`config.mk`:
```
export PLATFORM = sky130hd
export DESIGN_NAME = pcbp_out_buf
export DESIGN_NICKNAME = d
export VERILOG_FILES = /design/src/hdl/pcbp_pkg.sv /design/src/hdl/pcbp_out_buf.sv
export SDC_FILE = /design/constraint.sdc
export NUM_CORES = 1
export LEC_CHECK = 0
export BUFFER_PORTS_ARGS = -buffer_cell sky130_fd_sc_hd__buf_2
export CORE_MARGIN = 2
export CORE_UTILIZATION = 50
export DETAILED_ROUTE_END_ITERATION = 16
export GPL_ROUTABILITY_DRIVEN = 0
export PLACE_DENSITY = 0.8
export RECOVER_POWER = 50
export SYNTH_ARGS = -nofsm -noshare
export SYNTH_HDL_FRONTEND = slang
export SYNTH_SLANG_ARGS = --single-unit
export TNS_END_PERCENT = 50
```
`constraint.sdc`:
```
create_clock -name clk -period 3.1 [get_ports clk]
set_clock_uncertainty 0.2 [all_clocks]
set_input_delay 0.62 -clock clk [delete_from_list [all_inputs] [get_ports clk]]
set_output_delay 0.62 -clock clk [all_outputs]
set_load 0.05 [all_outputs]
```
`src/hdl/pcbp_pkg.sv`:
```
// Shared types, constants and request codes for the prefix code bit packer.
// No dependencies; every other design file of the block but the checker imports it.
`timescale 1ns / 1ps

package pcbp_pkg;

  // table geometry
  localparam int SYMBOL_COUNT = 256;
  localparam int MAX_CODE_LEN = 32;
  localparam int ADDR_W       = $clog2(SYMBOL_COUNT);
  localparam int SYM_W        = 8;
  localparam int WORD_W       = 32;
  localparam int LEN_W        = 6;
  localparam int PEND_W       = 7;
  localparam int CNT_W        = 3;
  localparam int MAX_BYTES    = 4;

  // request kinds carried in tuser
  localparam logic [1:0] REQ_LOAD     = 2'd0;
  localparam logic [1:0] REQ_ENCODE   = 2'd1;
  localparam logic [1:0] REQ_FLUSH    = 2'd2;
  localparam logic [1:0] REQ_RESERVED = 2'd3;

  // one code table entry
  typedef struct packed {
    logic [LEN_W-1:0]  len;
    logic [WORD_W-1:0] word;
  } code_entry_t;

  // bytes handed from the packer to the output buffer
  typedef struct packed {
    logic                push;
    logic [2:0]          count;
    logic [MAX_BYTES-1:0][7:0] bytes;
  } pcbp_burst_t;

endpackage

```
`src/hdl/pcbp_out_buf.sv`:
```
// Output buffer: holds up to four bytes of one request, sends one a cycle while ready.
// Depends on pcbp_pkg for the burst type.
`timescale 1ns / 1ps

module pcbp_out_buf
  import pcbp_pkg::*;
(
  input  logic        clk,
  input  logic        rst,
  input  pcbp_burst_t burst,
  output logic        buf_free,
  output logic        out_valid,
  input  logic        out_ready,
  output logic [7:0]  out_byte,
  output logic        out_last
);

  logic [MAX_BYTES-1:0][7:0] bytes;
  logic [2:0]                cnt;
  logic [1:0]                idx;
  logic                      sent;

  assign out_valid = (cnt != 3'd0);
  assign out_last  = (3'(idx) == cnt - 3'd1);
  assign out_byte  = bytes[idx];
  assign sent      = out_valid && out_ready;
  assign buf_free  = !out_valid || (sent && out_last);

  // byte store, loaded whole from the packer
  always_ff @(posedge clk) begin
    if (burst.push) begin
      bytes <= burst.bytes;
    end
  end

  // fill count and read pointer
  always_ff @(posedge clk) begin
    if (rst) begin
      cnt <= '0;
      idx <= '0;
    end else if (burst.push) begin
      cnt <= burst.count;
      idx <= '0;
    end else if (sent) begin
      if (out_last) begin
        cnt <= '0;
        idx <= '0;
      end else begin
        idx <= idx + 2'd1;
      end
    end
  end

endmodule

```
==> out/results.md, run 1 <==
| Metric | This run |
| --- | --- |
| Primary FF master, synth | edfxtp_1 |
| Clock root buffer master | clkbuf_4 |
| Overflow left after global routing | 0 |
| TritonCTS clock tree | done |
| Initial core utilization | 52.77% |
| Post-Syn Instances | 76 |
| Net count after synthesis | 117 |
| Overall power of the completed layout | 0.0009748 W |
| Floorplan core area | 2781 um2 |
| Number of resized instances in the post-cts repair step | 0 |
| Number of remaining DRC errors | 0 |
| Sequential area share after synthesis | 72.29% |
| Min Hold Slack | 0.2329 ns |
| Setup bufs post-CTS | 0 |
| Period utilisation layout | 89.75% |
| Met2 usage in global routing | 23.86% |
| F_max | 359.4 MHz |
| Fin. Hold Viols | 0 |
| Maximum number of pins on one net before global-route repair | 41 |
| GRT Resource Usage Total | 15.50% |
| Number of enable flip-flop cells after synthesis | 32 |
| Inserted Clock Buffers | 5 |
| Final min period | 2.782 ns |
| CTS Buffer Depth | 2 |
| Final Util | 64.51% |
| Crit start category | flop |
| Row cnt | 19 |
| Result of the run | complete, but fails checks |
| Most used routing layer | met2 |
| Power per standard cell area | 543.3 nW/um2 |
| Slew margin rel. | -30.17% |
| Layout cell share with drive strength beyond 1 | 50.38% |
| Setup repair after global routing missed its margin | no |
| Setup tns final | 0 ns |
| Via total after detailed routing | 872 |
| Number of setup violations in the final report | 0 |
| Tightest Pin Transition | 1.953 ns |
| Vias in the first global route | 850 |
| Post-DRT Antenna Nets | 0 |
| Initial antenna violation count | 0 |
| Die extent in y | 58.18 um |
| Initial drt markers | 16 |
| Number of diodes | 0 |
| Fill count | 204 |
| Leak | 0.6880 nW |
| Met1 global-route usage | 18.03% |
| Width of the die | 58.18 um |
| Routed Wire Length | 2312 um |
| Violated checks | capacitance limit, slew limit |
| Relative area change from synthesis to final layout | 22.25% |
| Via/cell ratio | 5.383 |
| Yosys reg bits | 37 |
| First-pass GRT wire length | 3643 um |
| Crit path required time | 2.28 ns |
| Die area | 3385 um2 |
| Pins over their slew limit | 41 |
| Crit path setup slack, layout | 0.3179 ns |
| IO Port Bufs | 49 |
| Average footprint of a synthesized cell | 19.31 um2 |
| Placement-stage worst setup slack | 0.6364 ns |
| Met3 routing resource usage after global routing | 5.580% |
| Number of iterations in the first detailed-routing pass | 4 |
| Clock latency on the worst-skew pair | 0.34 ns |
| Count of H-tree levels built during CTS | 2 |
| Max VDD drop | 0.0003972 V |
| Routed wire per std cell | 14.27 um |
| Worst setup path category | flop to output port |
| IO Count | 50 |
| Tightest Hold Check Type | input port to flop |
| Ys Warns | 0 |
| CTS Hold Bufs | 0 |
| Share of synthesized registers carrying an async set or reset | 0% |
| Arr. time, crit path | 1.96 ns |
| Max-cap viol count | 1 |
| Largest fanout on the critical path | 13 |
| Clock sinks | 37 |
| Mapped Area | 1468 um2 |
| Category of the worst setup path capture point | output port |
| Distinct cells, synth | 24 |
| Nets | 171 |
| Clock transition at path regs | 0.11 ns |
-- state kept, by name, indices dropped and copies added (netlist names) --
register,flops
bytes,32
cnt,3
idx,2
-- final timing paths --
| path | start | endpoint | slack (ns) | depth (start not counted) |
|---|---|---|---|---|
| worst max-delay path | idx[0]$_SDFFE_PP0P_ | out_byte[7] | 0.32 | 2 |
| worst max register to register | idx[0]$_SDFFE_PP0P_ | cnt[1]$_SDFFE_PP0P_ | 1.19 | 4 |
| worst min-delay path | burst[15] | bytes[15]$_DFFE_PP_ | 0.23 | 1 |
| worst min register to register | cnt[2]$_SDFFE_PP0P_ | cnt[2]$_SDFFE_PP0P_ | 0.30 | 2 |
-- layout make-up --
class                   instances  area, um2  share of cell area [%]
inverters                       3      11.26                  0.6276
clock buffers                   6      41.29                   2.301
flip-flops and latches         37       1061                   59.14
well taps                      31      38.79                   2.162
repair buffers                 50      251.5                   14.02
clock inverters                 2      15.01                  0.8368
multi-input cells              33      375.4                   20.92
-- cells in the final DEF, fill, tap and decap left out, types with 2 or more instances in the layout --
cell	synthesis	routed
buf_2	1	48
edfxtp_1	32	32
mux4_2	7	7
clkbuf_4	0	5
dfxtp_1	5	5
nand2_1	4	4
inv_1	3	3
nand3b_1	3	3
o41ai_1	3	3
xnor2_1	2	2
ha_1	2	2
clkbuf_1	1	2
clkinvlp_4	0	2
-- cell usage after synthesis, drive strengths merged (2+ instances only) --
library cell | n | area, um2
dfxtp | 5 | 100.1
inv | 3 | 11.26
buf | 2 | 16.26
o21ai | 2 | 10.00
edfxtp | 32 | 960.9
nand3b | 3 | 22.52
xnor2 | 2 | 17.52
nand2 | 4 | 15.01
mux4 | 8 | 183.9
ha | 2 | 25.02
o41ai | 3 | 26.28
nor3 | 2 | 15.01
-- metal layers --
metal	routed length (um)	vias to the layer above
met3	187	5
met5	0	-
met4	53	0
li1	-	413
met1	897	419
met2	1173	35
-- kinds of logic after synthesis --
kind of cell	count (synthesis)	share of synthesized area, %
adders and majority gates	2	1.705
muxes	9	13.21
xor gates and xnor gates	3	1.791
and+or+nand+nor	14	6.392
AOI/OAI and AO/OA	5	2.472
buffers and inverters	6	2.131
DFF	37	72.29
-- report_power, final --
part	switching [W]	internal, W	leakage, nW
registers	0.0000120	0.000581	0.354
logic	0.0000868	0.0000518	0.309
clock network	0.000154	0.0000884	0.0245
-- worst max-delay path: stages, from the launching register on --
cell and delay, ns:
dfxtp_1 0.77, mux4_1 0.63, buf_2 0.22
-- through the flow --
stage               instances  instance area [um2]
global route              162                 1794
global placement          154                 1739
floorplan                  76                 1468
CTS                       162                 1795
finish                    162                 1794
detailed placement        154                 1739
Power figures use the tool's default switching activity.
==> inputs of run 2 (changes only) <==
CORE_UTILIZATION = 52   (was 50)
GPL_ROUTABILITY_DRIVEN = not set   (was 0)
MAX_ROUTING_LAYER = met4   (was not set)
PLACE_DENSITY = 0.82   (was 0.8)
==> out/results.md, run 2 (synthesis gave the netlist of run 1 again) <==
| Metric | This run | Change |
| --- | --- | --- |
| Result of the run | complete, but fails checks | unchanged |
| Violated checks | capacitance limit, slew limit | unchanged |
| Count of H-tree levels built during CTS | 2 | unchanged |
| Via/cell ratio | 5.255 | was 5.383 |
| Row cnt | 19 | unchanged |
| Inserted Clock Buffers | 5 | unchanged |
| GRT Resource Usage Total | 16.92% | was 15.50% |
| Tightest Pin Transition | 1.894 ns | was 1.953 ns |
| Setup bufs post-CTS | 0 | unchanged |
| Initial antenna violation count | 0 | unchanged |
| Arr. time, crit path | 1.95 ns | was 1.96 ns |
| TritonCTS clock tree | done | unchanged |
| Vias in the first global route | 817 | was 850 |
| Reported net switching power | 0.0002471 W | was 0.0002531 W |
| Floorplan core area | 2710 um2 | was 2781 um2 |
| Fin. Hold Viols | 0 | unchanged |
| Clock root buffer master | clkbuf_4 | unchanged |
| R2R setup slack | 1.23 ns | was 1.19 ns |
| Number of remaining DRC errors | 0 | unchanged |
| Buffers and inverters on the worst path | 1 | unchanged |
| Routed wire per std cell | 14.58 um | was 14.27 um |
| Die area | 3263 um2 | was 3385 um2 |
| Most frequent cells in the layout | buf_2, edfxtp_1, mux4_2, clkbuf_4, dfxtp_1 | unchanged |
| Worst min-delay path endpoint | bytes[24]$_DFFE_PP_ | was bytes[15]$_DFFE_PP_ |
| P_int | 0.0007186 W | was 0.0007217 W |
| Layout cell share with drive strength beyond 1 | 50.77% | was 50.38% |
| Number of diodes | 0 | unchanged |
| Highest-delay cell along the critical path | dfxtp_1 | unchanged |
| Overall power of the completed layout | 0.0009657 W | was 0.0009748 W |
| Initial drt markers | 20 | was 16 |
| Reg2Reg Capture Point | cnt[1]$_SDFFE_PP0P_ | unchanged |
| Crit path required time | 2.28 ns | about the same |
| Nets | 170 | was 171 |
| IO Count | 50 | unchanged |
| Power per standard cell area | 540.9 nW/um2 | was 543.3 nW/um2 |
| Die extent in y | 57.13 um | was 58.18 um |
| Part of the power in combinational logic | 14.3% | was 14.2% |
| Hold Path Cell Cnt | 1 | unchanged |
| Pins over their slew limit | 41 | unchanged |
| Number of iterations in the first detailed-routing pass | 4 | unchanged |
| Max-cap viol count | 1 | unchanged |
| Crit start category | flop | unchanged |
| Depth of the worst register-to-register path | 4 | unchanged |
| F_max | 361.6 MHz | was 359.4 MHz |
| Register with the highest flop count | bytes | unchanged |
| Width of the die | 57.13 um | was 58.18 um |
| Most common library cell in the layout ignoring fill and taps | buf_2 | unchanged |
| Biggest regs | bytes: 32 flops, cnt: 3 flops, idx: 2 flops | unchanged |
| Detailed Place HPWL | 1753 um |  |
| Number of resized instances in the post-cts repair step | 0 | unchanged |
| CTS Buffer Depth | 2 | unchanged |
| Initial core utilization | 54.16% | was 52.77% |
| Cell family with most CP delay | flip-flops | unchanged |
| Hold_sp | burst[24] | was burst[15] |
| Max reg flops | 32 | unchanged |
| Setup repair after global routing missed its margin | no | unchanged |
| RR Startpoint | idx[0]$_SDFFE_PP0P_ | unchanged |
| Proportion of power drawn by flip-flops and latches | 61.6% | was 60.9% |
| Final Util | 65.88% | was 64.51% |
| Routed Wire Length | 2348 um | was 2312 um |
| Critical path's largest stage delay | 0.76 ns | was 0.77 ns |
| IO Port Bufs | 49 | unchanged |
| Clk network pwr share | 24.1% | was 24.9% |
| Tightest Hold Check Type | input port to flop | unchanged |
| Max VDD drop | 0.0004263 V | was 0.0003972 V |
| Slew margin rel. | -26.29% | was -30.17% |
| Relative area change from synthesis to final layout | 21.65% | was 22.25% |
| Period utilisation layout | 89.22% | was 89.75% |
| Series of cell instances along the critical path | mux4_1 -> buf_2 | unchanged |
| Final min period | 2.766 ns | was 2.782 ns |
| Number of setup violations in the final report | 0 | unchanged |
| Category of the worst setup path capture point | output port | unchanged |
| Post-DRT Antenna Nets | 0 | unchanged |
| Largest fanout on the critical path | 13 | unchanged |
| Switching part of the total power | 25.58% | was 25.96% |
| Final weighted congestion of routability-driven global placement | 0.6928 |  |
| Setup tns final | 0 ns | unchanged |
| Via total after detailed routing | 846 | was 872 |
| CTS Hold Bufs | 0 | unchanged |
| First-pass GRT wire length | 3829 um | was 3643 um |
| Overflow left after global routing | 0 | unchanged |
| Clock latency on the worst-skew pair | 0.33 ns | was 0.34 ns |
| Leak | 0.6890 nW | was 0.6880 nW |
| Clock sinks | 37 | unchanged |
| Maximum number of pins on one net before global-route repair | 41 | unchanged |
| Clock transition at path regs | 0.11 ns | about the same |
| Worst setup path category | flop to output port | unchanged |
==> run 2: cell types whose count changed in the layout (fill, tap and decap cells not counted), sizes merged <==
cell and delta:
buf -1, clkbuf -1, clkinv +2, clkinvlp -1
==> run 2: final cells by class <==
cell class	instances	area (um2)
Clock buffer	5	37.54
Multi-Input combinational cell	33	375.4
Inverter	3	11.26
Sequential cell	37	1061
Fill cell	209	924.6
Tap cell	31	38.79
Timing Repair Buffer	49	244.0
Clock inverter	3	17.52
==> run 2: power by group through the flow <==
stage / Sequential [W] / Clock (W) / Combinational [W]
6_report: 0.000595 / 0.000233 / 0.000138
5_1_grt: 0.000600 / 0.000266 / 0.000147
4_1_cts: 0.000595 / 0.000248 / 0.000140
3_5_place_dp: 0.000607 / 0 / 0.000139
3_3_place_gp: 0.000603 / 0 / 0.000136
2_1_floorplan: 0.000599 / 0 / 0.0000945
==> run 2: how the worst max path moves through the flow <==
| stage | startpoint | depth (start not counted) | slack (ns) | end |
|---|---|---|---|---|
| 6_report | idx[0]$_SDFFE_PP0P_ | 2 | 0.33 | out_byte[7] |
| 4_1_cts | idx[0]$_SDFFE_PP0P_ | 2 | 0.26 | out_byte[7] |
| 3_3_place_gp | idx[0]$_SDFFE_PP0P_ | 2 | 0.69 | out_byte[7] |
| 5_1_grt | idx[0]$_SDFFE_PP0P_ | 5 | 0.16 | buf_free |
| 2_1_floorplan | cnt[0]$_SDFFE_PP0P_ | 6 | 0.22 | buf_free |
| 3_5_place_dp | idx[0]$_SDFFE_PP0P_ | 2 | 0.65 | out_byte[7] |
==> run 2: per-layer routing <==
| metal | share of wire (%) | track usage [%] | vias up |
|---|---|---|---|
| li1 | - | - | 409 |
| met1 | 41 | 21.94 | 402 |
| met2 | 52 | 24.96 | 33 |
| met3 | 5.9 | 4.082 | 2 |
| met4 | 0.81 | 8.970 | 0 |
| met5 | 0 | - | - |
==> run 2: through the flow <==
stage | instance area [um2] | worst slack (ns) | std cells | hold slack [ns]
6_report | 1785 | 0.3342 | 161 | 0.2584
5_1_grt | 1785 | 0.1555 | 161 | 0.2325
4_1_cts | 1787 | 0.2607 | 161 | 0.2288
3_5_place_dp | 1732 | 0.6505 | 153 | 0.2872
3_3_place_gp | 1732 | 0.6898 | 153 | 0.2804
2_1_floorplan | 1468 | 0.2181 | 76 | 0.2622
==> inputs of run 3 (changes only) <==
CORE_UTILIZATION = 48   (was 52)
PLACE_DENSITY = 0.77   (was 0.82)
clock period = 2.6 ns   (was 3.1 ns; I/O delays follow)
==> out/results.md, run 3 (synthesis gave the netlist of run 1 again) <==
| Metric | This run | Change |
| --- | --- | --- |
| Leak | 0.7036 nW | was 0.6890 nW |
| Most common library cell in the layout ignoring fill and taps | buf_2 | unchanged |
| Setup tns final | 0 ns | unchanged |
| CTS Buffer Depth | 2 | unchanged |
| Clock latency on the worst-skew pair | 0.33 ns | about the same |
| Fin. Hold Viols | 0 | unchanged |
| Cell with the most instances on the worst path | nand2_1 |  |
| Max-cap viol count | 0 | was 1 |
| Setup repair after global routing missed its margin | no | unchanged |
| Tightest Hold Check Type | input port to flop | unchanged |
| Overflow left after global routing | 0 | unchanged |
| Top metal layer carrying routed signals | met4 | unchanged |
| Number of setup violations in the final report | 0 | unchanged |
| Die extent in y | 59.30 um | was 57.13 um |
| Instance area at placement | 1748 um2 | was 1732 um2 |
| First-pass GRT wire length | 3629 um | was 3829 um |
| Maximum number of pins on one net before global-route repair | 41 | unchanged |
| Count of H-tree levels built during CTS | 2 | unchanged |
| Routed wire per std cell | 13.88 um | was 14.58 um |
| Series of cell instances along the critical path | inv_1 -> ha_1 -> xnor2_1 -> nor3_4 -> nand2_1 -> nand2_1 -> buf_4 | was mux4_1 -> buf_2 |
| Pins over their slew limit | 0 | was 41 |
| Number of diodes | 0 | unchanged |
| Highest-delay cell along the critical path | dfxtp_1 | unchanged |
| Met2 wire length | 1102 um | was 1221 um |
| IO Count | 50 | unchanged |
| Width of the die | 59.30 um | was 57.13 um |
| Most frequent cells in the layout | buf_2, edfxtp_1, mux4_2, clkbuf_4 | was buf_2, edfxtp_1, mux4_2, clkbuf_4, dfxtp_1 |
| Met3 layer wire length in the routed design | 208 um | was 139 um |
| Vias in the first global route | 824 | was 817 |
| IO Port Bufs | 49 | unchanged |
| Initial drt markers | 34 | was 20 |
| Buffers and inverters on the worst path | 2 | was 1 |
| Clock root buffer master | clkbuf_4 | unchanged |
| Period utilisation layout | 95.59% |  |
| Setup bufs post-CTS | 0 | unchanged |
| Critical path's largest stage delay | 0.36 ns | was 0.76 ns |
| GRT Resource Usage Total | 15.43% | was 16.92% |
| Cell family with most CP delay | flip-flops | unchanged |
| Relative area change from synthesis to final layout | 22.76% | was 21.65% |
| Post-DRT Antenna Nets | 0 | unchanged |
| Via/cell ratio | 5.183 | was 5.255 |
| Result of the run | finished clean | was complete, but fails checks |
| Clock sinks | 37 | unchanged |
| Inserted Clock Buffers | 5 | unchanged |
| Clock transition at path regs | 0.10 ns | was 0.11 ns |
| Number of remaining DRC errors | 0 | unchanged |
| Min Hold Slack | 0.1529 ns | was 0.2584 ns |
| Slew margin rel. | 39.77% | was -26.29% |
| Nets | 171 | was 170 |
| Routed metal-1 wire length | 953 um | was 969 um |
| Category of the worst setup path capture point | output port | unchanged |
| Power per standard cell area | 638.9 nW/um2 | was 540.9 nW/um2 |
| Worst setup path category | flop to output port | unchanged |
| Number of iterations in the first detailed-routing pass | 4 | unchanged |
| Biggest regs | bytes: 32 flops, cnt: 3 flops, idx: 2 flops | unchanged |
| F_max | 402.4 MHz |  |
| Routed Wire Length | 2277 um | was 2348 um |
| TritonCTS clock tree | done | unchanged |
| Fill count | 228 | was 209 |
| Initial antenna violation count | 0 | unchanged |
| Detailed Place HPWL | 1609 um | was 1753 um |
| Tightest Pin Transition | 0.9035 ns | was 1.894 ns |
| Largest fanout on the critical path | 4 | was 13 |
| Max reg flops | 32 | unchanged |
| Arr. time, crit path | 1.77 ns | was 1.95 ns |
| Final Util | 60.50% | was 65.88% |
| Crit start category | flop | unchanged |
| Final min period | 2.485 ns |  |
| Register with the highest flop count | bytes | unchanged |
| Initial core utilization | 49.29% | was 54.16% |
| Crit path required time | 1.88 ns | was 2.28 ns |
| Via total after detailed routing | 850 | was 846 |
| CTS Hold Bufs | 0 | unchanged |
| Final cell area excluding filler cells | 1802 um2 | was 1785 um2 |
| Row cnt | 20 | was 19 |
| Max VDD drop | 0.0004841 V | was 0.0004263 V |
| Layout cell share with drive strength beyond 1 | 51.15% | was 50.77% |
| Die area | 3516 um2 | was 3263 um2 |
| Floorplan core area | 2978 um2 | was 2710 um2 |
| Final weighted congestion of routability-driven global placement | 0.7145 | was 0.6928 |
run 3: changes by cell type in the layout (fill, tap and decap cells not counted):
cell        delta
dfxtp_1        -1
dfxtp_2        +1
buf_4          +2
nor3_4         +1
clkinvlp_4     -1
nor3_2         -1
buf_2          -2
clkbuf_1       +1
clkbuf_2       +1
run 3: final timing paths:
check,start,to,slack (ns),cells after the start
max,cnt[0]$_SDFFE_PP0P_,buf_free,0.11,7
min,burst[29],bytes[29]$_DFFE_PP_,0.15,1
max reg2reg,cnt[0]$_SDFFE_PP0P_,cnt[2]$_SDFFE_PP0P_,0.76,6
min reg2reg,cnt[2]$_SDFFE_PP0P_,cnt[2]$_SDFFE_PP0P_,0.32,2
run 3: timing repair:
item	CTS	global route
gates resized for setup	2	0
endpoints found under the setup margin	10	2
pin swaps	0	1
run 3: metrics by stage:
step	std cells	power, W	setup slack (ns)
after global routing	164	0.001202	0.02866
after global placement	156	0.0008842	0.2596
after floorplan	76	0.0008287	0.03628
after CTS	164	0.001164	0.02910
after detailed placement	156	0.0008899	0.2700
final	164	0.001151	0.1148
run 3: cell type report:
type,instances,area [um2],share of cell area [%]
Timing Repair Buffer,50,254.0,14.10
Clock buffer,6,41.29,2.292
Sequential cell,37,1062,58.96
Inverter,3,11.26,0.6250
Tap cell,33,41.29,2.292
Multi-Input combinational cell,33,381.6,21.18
Clock inverter,2,10.01,0.5556
run 3: where the power goes:
group          total, W  switching [W]  internal, W
Combinational  0.000169       0.000106    0.0000632
Clock          0.000275       0.000172     0.000103
Sequential     0.000707      0.0000140     0.000693
run 3: per-layer routing:
metal  global-route usage [%]  vias up
li1                         -      412
met1                    19.13      392
met2                    22.45       44
met3                    3.493        2
met4                    10.71        0
met5                        -        -
